### src/hdl/dbd_pkg.sv
package dbd_pkg;

  // Field widths
  localparam int VAL_W      = 32;
  localparam int IMG_W      = 8;
  localparam int CLS_W      = 10;
  localparam int SCORE_W    = 17;
  localparam int MODE_W     = 2;
  localparam int CNT_W      = 11;
  localparam int SIZE_W     = 13;
  localparam int POS_W      = 12;
  localparam int CFG_IDX_W  = 3;
  localparam int CFG_DATA_W = 17;
  localparam int PROD_W     = 2 * VAL_W;

  // Divider operands: signed numerator, magnitude, divisor of twice the model size
  localparam int NUM_W = 34;
  localparam int MAG_W = NUM_W - 1;
  localparam int DEN_W = SIZE_W + 1;

  localparam int DEF_MAX_CLASSES = 1024;

  // Register indexes
  localparam logic [CFG_IDX_W-1:0] CFG_MODE      = 3'd0;
  localparam logic [CFG_IDX_W-1:0] CFG_THRESHOLD = 3'd1;
  localparam logic [CFG_IDX_W-1:0] CFG_CLASSES   = 3'd2;
  localparam logic [CFG_IDX_W-1:0] CFG_WIDTH     = 3'd3;
  localparam logic [CFG_IDX_W-1:0] CFG_HEIGHT    = 3'd4;

  // Mode codes (end-to-end is any code with the upper bit set)
  localparam logic [MODE_W-1:0] MODE_OBJ = 2'd0;
  localparam logic [MODE_W-1:0] MODE_CLS = 2'd1;

  // Register reset values
  localparam logic [MODE_W-1:0]  RST_MODE      = MODE_OBJ;
  localparam logic [SCORE_W-1:0] RST_THRESHOLD = 17'd32768;
  localparam logic [CNT_W-1:0]   RST_CLASSES   = 11'd80;
  localparam logic [SIZE_W-1:0]  RST_SIZE      = 13'd640;

  localparam logic [SCORE_W-1:0] SCORE_ONE = 17'd65536;

  typedef enum logic [2:0] {
    ST_IDLE,
    ST_MUL,
    ST_PREP,
    ST_START,
    ST_WAIT,
    ST_HOLD
  } seq_state_t;

  // Datapath status toward the sequencer
  typedef struct packed {
    logic in_valid;
    logic go_mul;
    logic go_div;
    logic mul_pass;
    logic div_done;
    logic out_free;
  } seq_status_t;

  // Sequencer strobes toward the datapath
  typedef struct packed {
    logic       in_ready;
    logic       accept;
    logic       load_score;
    logic       load_num;
    logic       div_start;
    logic       store_corner;
    logic       load_out;
    logic [1:0] corner;
  } seq_ctrl_t;

endpackage

### src/hdl/dbd_div.sv
module dbd_div import dbd_pkg::*; (
  input  logic                    clk,
  input  logic                    rst_n,
  input  logic                    start,
  input  logic signed [NUM_W-1:0] num,
  input  logic [DEN_W-1:0]        den,
  output logic                    done,
  output logic signed [NUM_W-1:0] quot
);

  localparam int CW = $clog2(MAG_W + 1);

  logic                    busy_r;
  logic                    fin_r;
  logic                    done_r;
  logic                    neg_r;
  logic [CW-1:0]           cnt_r;
  logic [DEN_W-1:0]        den_r;
  logic [DEN_W-1:0]        rem_r;
  logic [MAG_W-1:0]        dvd_r;
  logic signed [NUM_W-1:0] quot_r;

  logic [NUM_W-1:0] num_abs;
  logic [DEN_W:0]   rem_sh;
  logic [DEN_W:0]   rem_sub;
  logic             ge;
  logic [NUM_W-1:0] q_mag;

  // One quotient bit per cycle, restoring
  assign num_abs = num[NUM_W-1] ? (~num + NUM_W'(1)) : num;
  assign rem_sh  = {rem_r, dvd_r[MAG_W-1]};
  assign rem_sub = rem_sh - {1'b0, den_r};
  assign ge      = (rem_sh >= {1'b0, den_r});
  // floor for negative numerators: bump magnitude when remainder is nonzero
  assign q_mag   = {1'b0, dvd_r} + NUM_W'(rem_r != '0);

  // Control
  always_ff @(posedge clk) begin
    if (!rst_n) begin
      busy_r <= 1'b0;
      fin_r  <= 1'b0;
      done_r <= 1'b0;
      cnt_r  <= '0;
    end else begin
      done_r <= fin_r;
      fin_r  <= 1'b0;
      if (start) begin
        busy_r <= 1'b1;
        cnt_r  <= CW'(MAG_W);
      end else if (busy_r) begin
        cnt_r <= cnt_r - CW'(1);
        if (cnt_r == CW'(1)) begin
          busy_r <= 1'b0;
          fin_r  <= 1'b1;
        end
      end
    end
  end

  // Datapath
  always_ff @(posedge clk) begin
    if (start) begin
      dvd_r <= num_abs[MAG_W-1:0];
      rem_r <= '0;
      den_r <= den;
      neg_r <= num[NUM_W-1];
    end else if (busy_r) begin
      dvd_r <= {dvd_r[MAG_W-2:0], ge};
      rem_r <= ge ? rem_sub[DEN_W-1:0] : rem_sh[DEN_W-1:0];
    end
    if (fin_r) begin
      quot_r <= neg_r ? (~q_mag + NUM_W'(1)) : {1'b0, dvd_r};
    end
  end

  assign done = done_r;
  assign quot = quot_r;

endmodule

### src/hdl/dbd_seq.sv
module dbd_seq import dbd_pkg::*; (
  input  logic        clk,
  input  logic        rst_n,
  input  seq_status_t status,
  output seq_ctrl_t   ctrl
);

  seq_state_t state_r, state_nxt;
  logic [1:0] corner_r, corner_nxt;

  always_ff @(posedge clk) begin
    if (!rst_n) begin
      state_r  <= ST_IDLE;
      corner_r <= '0;
    end else begin
      state_r  <= state_nxt;
      corner_r <= corner_nxt;
    end
  end

  // Next state: item intake, optional product check, four divisions, result handoff
  always_comb begin
    state_nxt  = state_r;
    corner_nxt = corner_r;
    case (state_r)
      ST_IDLE: begin
        corner_nxt = '0;
        if (status.in_valid) begin
          if (status.go_mul) begin
            state_nxt = ST_MUL;
          end else if (status.go_div) begin
            state_nxt = ST_PREP;
          end
        end
      end
      ST_MUL:   state_nxt = status.mul_pass ? ST_PREP : ST_IDLE;
      ST_PREP:  state_nxt = ST_START;
      ST_START: state_nxt = ST_WAIT;
      ST_WAIT: begin
        if (status.div_done) begin
          if (corner_r == 2'd3) begin
            state_nxt = ST_HOLD;
          end else begin
            corner_nxt = corner_r + 2'd1;
            state_nxt  = ST_PREP;
          end
        end
      end
      ST_HOLD: begin
        if (status.out_free) begin
          state_nxt = ST_IDLE;
        end
      end
      default: state_nxt = ST_IDLE;
    endcase
  end

  // Strobes
  always_comb begin
    ctrl        = '0;
    ctrl.corner = corner_r;
    case (state_r)
      ST_IDLE: begin
        ctrl.in_ready = 1'b1;
        ctrl.accept   = status.in_valid;
      end
      ST_MUL:   ctrl.load_score   = 1'b1;
      ST_PREP:  ctrl.load_num     = 1'b1;
      ST_START: ctrl.div_start    = 1'b1;
      ST_WAIT:  ctrl.store_corner = status.div_done;
      ST_HOLD:  ctrl.load_out     = status.out_free;
      default: ;
    endcase
  end

endmodule

### src/hdl/detection_box_decoder_unit.sv
// Detection box decoder. Takes a detector output row one signed Q16.16 value
// per item and emits at most one candidate (image, class, score, normalized
// box) per item. An item that emits nothing is taken without a stall, but a
// class score in objectness mode first goes through the multiplier register
// while the input is stalled. An emitting item holds the input stalled
// while its four box edges go one after another through a single 33-step
// shift-subtract divider, which sets the pace. A finished candidate waits
// in the output register, so the next item can be taken while it is still
// stalled downstream. Configuration must be written through the cfg port
// only while idle; the block does not enforce it. Writes are always ready.
module detection_box_decoder_unit import dbd_pkg::*; #(
  parameter int MAX_CLASSES = DEF_MAX_CLASSES
) (
  input  logic                     clk,
  input  logic                     rst_n,
  input  logic                     in_valid,
  output logic                     in_stall,
  input  logic signed [VAL_W-1:0]  in_value,
  input  logic [IMG_W-1:0]         in_image_index,
  output logic                     out_valid,
  input  logic                     out_stall,
  output logic [IMG_W-1:0]         out_image_out,
  output logic [CLS_W-1:0]         out_class_id,
  output logic [SCORE_W-1:0]       out_score,
  output logic signed [VAL_W-1:0]  out_left,
  output logic signed [VAL_W-1:0]  out_top,
  output logic signed [VAL_W-1:0]  out_right,
  output logic signed [VAL_W-1:0]  out_bottom,
  input  logic                     cfg_valid,
  output logic                     cfg_ready,
  input  logic [CFG_IDX_W-1:0]     cfg_index,
  input  logic [CFG_DATA_W-1:0]    cfg_data
);

  localparam logic [POS_W:0] MAX_C = (POS_W + 1)'(MAX_CLASSES);

  // Configuration registers
  logic [MODE_W-1:0]  mode_r;
  logic [SCORE_W-1:0] thr_r;
  logic [CNT_W-1:0]   cc_r;
  logic [SIZE_W-1:0]  mw_r;
  logic [SIZE_W-1:0]  mh_r;

  // Row state
  logic [POS_W-1:0]        pos_r;
  logic signed [VAL_W-1:0] box_r [4];
  logic signed [VAL_W-1:0] wt_r;

  // Candidate being built
  logic signed [PROD_W-1:0] prod_r;
  logic [IMG_W-1:0]         cand_img_r;
  logic [CLS_W-1:0]         cand_cls_r;
  logic [SCORE_W-1:0]       cand_score_r;
  logic signed [NUM_W-1:0]  num_r;
  logic signed [VAL_W-1:0]  res_r [4];

  // Output register
  logic                     out_valid_r;
  logic [IMG_W-1:0]         out_img_r;
  logic [CLS_W-1:0]         out_cls_r;
  logic [SCORE_W-1:0]       out_score_r;
  logic signed [VAL_W-1:0]  out_box_r [4];

  seq_status_t status;
  seq_ctrl_t   ctrl;

  logic                    e2e;
  logic                    obj_mode;
  logic [SIZE_W-1:0]       mw_eff;
  logic [SIZE_W-1:0]       mh_eff;
  logic [POS_W:0]          cc_ext;
  logic [POS_W:0]          eff_cls;
  logic [POS_W-1:0]        row_len;
  logic [POS_W-1:0]        pos_eff;
  logic [POS_W-1:0]        pos_inc;
  logic [POS_W-1:0]        pos_nxt;
  logic                    is_box;
  logic                    is_weight;
  logic                    is_cls;
  logic                    e2e_emit;
  logic                    cls_pass;
  logic signed [VAL_W-1:0] thr_s;
  logic [CLS_W-1:0]        e2e_cls;
  logic [CLS_W-1:0]        cls_sel;
  logic [SCORE_W-1:0]      score_sel;
  logic [SCORE_W-1:0]      prod_score;
  logic                    mul_pass;

  logic [1:0]              k;
  logic [SIZE_W-1:0]       m_sel;
  logic signed [NUM_W-1:0] ctr_x;
  logic signed [NUM_W-1:0] sz_x;
  logic signed [NUM_W-1:0] bx_x;
  logic signed [NUM_W-1:0] m_x;
  logic signed [NUM_W-1:0] lim_x;
  logic signed [NUM_W-1:0] lo;
  logic signed [NUM_W-1:0] hi;
  logic signed [NUM_W-1:0] lo_cl;
  logic signed [NUM_W-1:0] hi_cl;
  logic signed [NUM_W-1:0] num_nxt;
  logic                    div_done;
  logic signed [NUM_W-1:0] quot;
  logic [VAL_W-1:0]        corner_val;
  logic                    q_ovf;

  // Configuration writes
  assign cfg_ready = 1'b1;

  always_ff @(posedge clk) begin
    if (!rst_n) begin
      mode_r <= RST_MODE;
      thr_r  <= RST_THRESHOLD;
      cc_r   <= RST_CLASSES;
      mw_r   <= RST_SIZE;
      mh_r   <= RST_SIZE;
    end else if (cfg_valid) begin
      case (cfg_index)
        CFG_MODE:      mode_r <= cfg_data[MODE_W-1:0];
        CFG_THRESHOLD: thr_r  <= cfg_data[SCORE_W-1:0];
        CFG_CLASSES:   cc_r   <= cfg_data[CNT_W-1:0];
        CFG_WIDTH:     mw_r   <= cfg_data[SIZE_W-1:0];
        CFG_HEIGHT:    mh_r   <= cfg_data[SIZE_W-1:0];
        default: ;
      endcase
    end
  end

  // Row layout
  assign e2e      = mode_r[1];
  assign obj_mode = (mode_r == MODE_OBJ);
  assign mw_eff   = (mw_r == '0) ? SIZE_W'(1) : mw_r;
  assign mh_eff   = (mh_r == '0) ? SIZE_W'(1) : mh_r;
  assign cc_ext   = (POS_W + 1)'(cc_r);
  assign eff_cls  = (cc_ext < MAX_C) ? cc_ext : MAX_C;
  assign row_len  = e2e ? POS_W'(6)
                  : (eff_cls[POS_W-1:0] + (obj_mode ? POS_W'(5) : POS_W'(4)));
  assign pos_eff  = (pos_r >= row_len) ? '0 : pos_r;
  assign pos_inc  = pos_eff + POS_W'(1);
  assign pos_nxt  = (pos_inc >= row_len) ? '0 : pos_inc;

  // Element classification
  assign thr_s     = $signed({{(VAL_W - SCORE_W){1'b0}}, thr_r});
  assign is_box    = (pos_eff < POS_W'(4));
  assign is_weight = !is_box && (pos_eff == POS_W'(4)) && (e2e || obj_mode);
  assign is_cls    = !is_box && !e2e && !is_weight;
  assign e2e_emit  = !is_box && e2e && (pos_eff != POS_W'(4)) && (wt_r >= thr_s);
  assign cls_pass  = is_cls && !obj_mode && (in_value > thr_s);

  // Class and score of the candidate
  assign e2e_cls = in_value[VAL_W-1] ? '0
                 : (|in_value[30:26]) ? {CLS_W{1'b1}} : in_value[25:16];
  always_comb begin
    if (e2e) begin
      cls_sel   = e2e_cls;
      score_sel = (wt_r > $signed(VAL_W'(SCORE_ONE))) ? SCORE_ONE : wt_r[SCORE_W-1:0];
    end else begin
      cls_sel   = obj_mode ? CLS_W'(pos_eff - POS_W'(5)) : CLS_W'(pos_eff - POS_W'(4));
      score_sel = (in_value > $signed(VAL_W'(SCORE_ONE))) ? SCORE_ONE
                : in_value[SCORE_W-1:0];
    end
  end

  // Objectness product check
  assign mul_pass   = prod_r > $signed({31'b0, thr_r, 16'b0});
  assign prod_score = (prod_r[PROD_W-2:16] > (PROD_W - 17)'(SCORE_ONE)) ? SCORE_ONE
                    : prod_r[32:16];

  // Item intake and row state
  always_ff @(posedge clk) begin
    if (!rst_n) begin
      pos_r <= '0;
      wt_r  <= '0;
      for (int i = 0; i < 4; i++) begin
        box_r[i] <= '0;
      end
    end else if (ctrl.accept) begin
      pos_r <= pos_nxt;
      if (is_box) begin
        box_r[pos_eff[1:0]] <= in_value;
      end
      if (is_weight) begin
        wt_r <= in_value;
      end
    end
  end

  always_ff @(posedge clk) begin
    if (ctrl.accept) begin
      prod_r       <= wt_r * in_value;
      cand_img_r   <= in_image_index;
      cand_cls_r   <= cls_sel;
      cand_score_r <= score_sel;
    end else if (ctrl.load_score) begin
      cand_score_r <= prod_score;
    end
  end

  // Numerator for the current edge: corner, clamp (except in end-to-end mode), rounding offset
  assign k      = ctrl.corner;
  assign m_sel  = k[0] ? mh_eff : mw_eff;
  assign ctr_x  = NUM_W'(box_r[{1'b0, k[0]}]);
  assign sz_x   = NUM_W'(box_r[{1'b1, k[0]}]);
  assign bx_x   = NUM_W'(box_r[k]);
  assign m_x    = $signed(NUM_W'(m_sel));
  assign lim_x  = $signed(NUM_W'({m_sel, 17'b0}));
  assign lo     = (ctr_x <<< 1) - sz_x;
  assign hi     = (ctr_x <<< 1) + sz_x;
  assign lo_cl  = lo[NUM_W-1] ? '0 : lo;
  assign hi_cl  = (hi > lim_x) ? lim_x : hi;
  assign num_nxt = e2e ? ((bx_x <<< 1) + m_x) : ((k[1] ? hi_cl : lo_cl) + m_x);

  always_ff @(posedge clk) begin
    if (ctrl.load_num) begin
      num_r <= num_nxt;
    end
  end

  dbd_div u_div (
    .clk   (clk),
    .rst_n (rst_n),
    .start (ctrl.div_start),
    .num   (num_r),
    .den   ({m_sel, 1'b0}),
    .done  (div_done),
    .quot  (quot)
  );

  // Edge result: unit clamp in end-to-end mode, 32-bit saturation otherwise
  assign q_ovf = !((&quot[NUM_W-1:VAL_W-1]) || !(|quot[NUM_W-1:VAL_W-1]));
  always_comb begin
    if (e2e) begin
      if (quot[NUM_W-1]) begin
        corner_val = '0;
      end else if (quot > $signed(NUM_W'(SCORE_ONE))) begin
        corner_val = VAL_W'(SCORE_ONE);
      end else begin
        corner_val = quot[VAL_W-1:0];
      end
    end else if (q_ovf) begin
      corner_val = quot[NUM_W-1] ? {1'b1, {(VAL_W - 1){1'b0}}} : {1'b0, {(VAL_W - 1){1'b1}}};
    end else begin
      corner_val = quot[VAL_W-1:0];
    end
  end

  always_ff @(posedge clk) begin
    if (ctrl.store_corner) begin
      res_r[k] <= corner_val;
    end
  end

  // Output register
  always_ff @(posedge clk) begin
    if (!rst_n) begin
      out_valid_r <= 1'b0;
    end else if (ctrl.load_out) begin
      out_valid_r <= 1'b1;
    end else if (!out_stall) begin
      out_valid_r <= 1'b0;
    end
  end

  always_ff @(posedge clk) begin
    if (ctrl.load_out) begin
      out_img_r   <= cand_img_r;
      out_cls_r   <= cand_cls_r;
      out_score_r <= cand_score_r;
      for (int i = 0; i < 4; i++) begin
        out_box_r[i] <= res_r[i];
      end
    end
  end

  // Sequencer
  assign status.in_valid = in_valid;
  assign status.go_mul   = is_cls && obj_mode;
  assign status.go_div   = e2e_emit || cls_pass;
  assign status.mul_pass = mul_pass;
  assign status.div_done = div_done;
  assign status.out_free = !out_valid_r || !out_stall;

  dbd_seq u_seq (
    .clk    (clk),
    .rst_n  (rst_n),
    .status (status),
    .ctrl   (ctrl)
  );

  assign in_stall      = !ctrl.in_ready;
  assign out_valid     = out_valid_r;
  assign out_image_out = out_img_r;
  assign out_class_id  = out_cls_r;
  assign out_score     = out_score_r;
  assign out_left      = out_box_r[0];
  assign out_top       = out_box_r[1];
  assign out_right     = out_box_r[2];
  assign out_bottom    = out_box_r[3];

endmodule

### config.mk
export PLATFORM = sky130hd
export DESIGN_NAME = detection_box_decoder_unit
export DESIGN_NICKNAME = d
export VERILOG_FILES = /design/src/hdl/dbd_pkg.sv /design/src/hdl/dbd_div.sv /design/src/hdl/dbd_seq.sv /design/src/hdl/detection_box_decoder_unit.sv
export SDC_FILE = /design/constraint.sdc
export NUM_CORES = 2
export LEC_CHECK = 0
export ABC_CLOCK_PERIOD_IN_PS = 11600
export BUFFER_PORTS_ARGS = -buffer_cell sky130_fd_sc_hd__buf_2
export CAP_MARGIN = 20
export CORE_MARGIN = 3
export CORE_UTILIZATION = 45
export CTS_CLUSTER_SIZE = 30
export DETAILED_ROUTE_END_ITERATION = 7
export PLACE_DENSITY = 0.6
export SLEW_MARGIN = 20
export SYNTH_ARGS = -nofsm -noshare
export SYNTH_HDL_FRONTEND = slang
export SYNTH_SLANG_ARGS = --single-unit
### constraint.sdc
create_clock -name clk -period 11.6 [get_ports clk]
set_input_delay 0.58 -clock clk [delete_from_list [all_inputs] [get_ports clk]]
set_output_delay 0.58 -clock clk [all_outputs]
set_load 0.05 [all_outputs]
==> results.sh <==
export IMPL_synth_commonest_cells="1322 x inv_1, 1121 x nand2_1, 1087 x fa_1"
export IMPL_grt_pass1_vias=56700
export IMPL_wl_per_cell_um=21.2
export IMPL_antenna_found_initial=7
export IMPL_synthMuxAreaShare_pct=2.72
export IMPL_ioPinCount=231
export IMPL_crit_path_end_kind="register"
export IMPL_place_congestion=0.977
export IMPL_synth_xor_area_share_pct=3.19
export IMPL_globalRouteTotalUtil_pct=24.8
export IMPL_grt_pass1_wl_um=336000
export IMPL_grt_start_max_net_pins=133
export IMPL_drt_pass1_iterations=5
export IMPL_fillers=15600
export IMPL_synth_cell_types=99
export IMPL_post_route_min_period_ps=10290
export IMPL_ir_drop_mv=0.109
export IMPL_ff_latch_area_mm2=0.0217
export IMPL_drive_above_1_share_pct=8.45
export IMPL_viasPerCell=5.37
export IMPL_cts_setup_buffers=0
export IMPL_hold_viol=0
export IMPL_synthSimpleGateAreaFrac_pct=14.5
export IMPL_setup_violations=0
export IMPL_synth_most_common_cell="inv_1"
export IMPL_pre_cts_ws_ps=1250
export IMPL_syn_area_mm2=0.0770
export IMPL_fmax_mhz=97.2
export IMPL_setup_ws_ps=1310
export IMPL_clk_latency_ps=730
export IMPL_path_buf_inv=2
export IMPL_port_buffers=229
export IMPL_start_kind="register"
export IMPL_timing_final_crit_share_pct=88.7
export IMPL_skew_ps=61.6
export IMPL_synth_main_ff_cell="edfxtp_1"
export IMPL_synth_area_leaders="fa_1 28%, edfxtp_1 25%, inv_1 6.4%, ha_1 6.3%, nand2_1 5.5%"
export IMPL_hpwl_um=171000
export IMPL_cpLargestDelayFamily="compound AO/OA/AOI/OAI gates"
export IMPL_cts_tree="yes"
export IMPL_maxCapViolCount=0
export IMPL_slowest_stage="dfxtp_2"
export IMPL_wl_um=212000
export IMPL_die_area_mm2=0.176
export IMPL_status="completed"
export IMPL_worstHoldStart="in_image_index[0]"
export IMPL_ys_seq_area_share_pct=28.1
export IMPL_synth_top_cell_by_area="fa_1"
export IMPL_ant_nets=0
export IMPL_fin_tns_setup_ps=0
export IMPL_synthAdderAreaFrac_pct=34.6
export IMPL_fin_util_pct=49.1
export IMPL_async_flop_share_pct=0
export IMPL_path_class="register to register"
export IMPL_synth_top_area_share_pct=28.2
export IMPL_leakagePower_nw=36.7
export IMPL_cpPeakStageDelay_ps=700
export IMPL_rsz0062_at_grt="false"
export IMPL_numClockSinks=765
export IMPL_p_per_area_mw_per_mm2=83.1
export IMPL_synth_edff_count=633
export IMPL_slew_viol_final=0
export IMPL_synth_top_family_by_area="adder cells"
export IMPL_crit_arrival_ps=10750
export IMPL_cts_clk_slew_worst_paths_ps=70
export IMPL_multi_input_area_mm2=0.0489
export IMPL_syn_area_per_cell_um2=9.99
export IMPL_drc_errors=0
export IMPL_grt_remaining_overflow=0
export IMPL_relSlewSlack_pct=22.0
export IMPL_cts_hold_buf=0
export IMPL_yosys_warnings=0
export IMPL_nets=9283
export IMPL_netlist_instances=7710
export IMPL_vias=53900
export IMPL_cp_required_ps=12060
export IMPL_dieHeight_um=420
export IMPL_areaGrowthSynthToFinish_pct=8.34
export IMPL_core_mm2=0.170
export IMPL_crit_top_cell="o31a_1"
export IMPL_yosys_register_bits=765
export IMPL_start_util_pct=45.4
export IMPL_clock_path_buffers=3
export IMPL_fp_row_count=151
export IMPL_htreeDepth=3
export IMPL_drtIter0Drc=3476
export IMPL_hold_class="input pin to register"
export IMPL_synth_compound_gate_area_share_pct=8.29
export IMPL_chipWidth_um=420
export IMPL_ctsResizeCount=0
export IMPL_worst_pin_slew_ps=1170
export IMPL_cts_root_buf="clkbuf_16"
export IMPL_cts_buffers=85
export IMPL_crit_path_max_fanout=45
power breakdown:
| part | total, W | switching (W) | leakage (nW) | internal [W] |
|---|---|---|---|---|
| clock | 0.00280 | 0.00120 | 1.39 | 0.00161 |
| combinational | 0.00106 | 0.000695 | 28.3 | 0.000369 |
| sequential | 0.00307 | 0.0000384 | 7.04 | 0.00303 |
| total | 0.00694 | 0.00193 | 36.7 | 0.00500 |
area by class of cell:
cell class,count,area share [%]
sequential,765,25.9
antenna,7,0.0210
multi-input combinational,5198,58.6
inverter,1325,5.96
timing repair buffer,365,2.65
clock inverter,58,0.860
tap,2218,3.32
clock buffer,101,2.67
per-layer routing:
metal	track usage, %	vias to the layer above	wire, um
li1	-	24800	-
met3	2.62	365	9300
met2	42.6	1367	105000
met5	0	-	0
met4	12.2	0	11700
met1	31.3	27400	85900
state kept, by name (all words and copies together), names as in the netlist, 11 cells and up, named ones only:
signal and cells:
box_r 128, cand_score_r 17, cc_r 11, mh_r 13, mw_r 13, num_r 34, out_box_r 128, out_score 17
pos_r 12, prod_r 64, res_r 128, thr_r 17, u_div.den_r 13, u_div.dvd_r 33, u_div.quot 34, u_div.rem_r 14
wt_r 32
kinds of logic (layout without fill, tap and decap cells):
| group | after synthesis | count (layout) |
|---|---|---|
| other | 1 | 10 |
| XOR/XNOR | 281 | 281 |
| AND/OR/NAND/NOR | 2326 | 2326 |
| multiplexers | 165 | 165 |
| flip-flops | 765 | 765 |
| buffers and inverters | 1749 | 1849 |
| AO/OA/AOI/OAI | 945 | 945 |
| adder cells (fa/ha/maj) | 1478 | 1478 |
path summary, 6_finish.rpt:
check	endpoint	slack, ps	cells after the start
max	num_r[30]	1310	35
min	cand_img_r[0]	70	1
max reg2reg	num_r[30]	1310	35
min reg2reg	out_box_r[1][28]	410	0
placed cells by master, fill, tap and decap left out, types with 59 or more instances in the layout:
cell       netlist  layout
o21a_1          59      59
nor3_1          67      66
xnor2_1        178     178
nor2_1         234     232
inv_1         1322    1321
o21ai_0        188     183
ha_1           391     391
a21boi_0        65      64
nor4_1          61      60
buf_4            1     134
dfxtp_1        132     126
and2_1         394     390
mux2i_1         90      90
nand2_1       1121    1121
edfxtp_1       633     633
a21o_1         102     102
xor2_1         103     103
buf_2           18     228
nor2b_1        114     114
a21oi_1        183     182
fa_1          1087    1086
clkbuf_16        0      86
nand3_1         85      85
metrics by stage:
stage | hold WS, ps | instance area [um^2] | power (W) | cells
after detailed placement | 405 | 80500 | 0.00417 | 9870
after floorplan | 400 | 77100 | 0.00383 | 7712
after global placement | 401 | 80500 | 0.00417 | 9870
final | 69.6 | 83500 | 0.00694 | 10000
after global routing | 32.7 | 83500 | 0.00722 | 10000
after CTS | 9.10 | 83400 | 0.00699 | 10000
(Power assumes the default switching activity.)
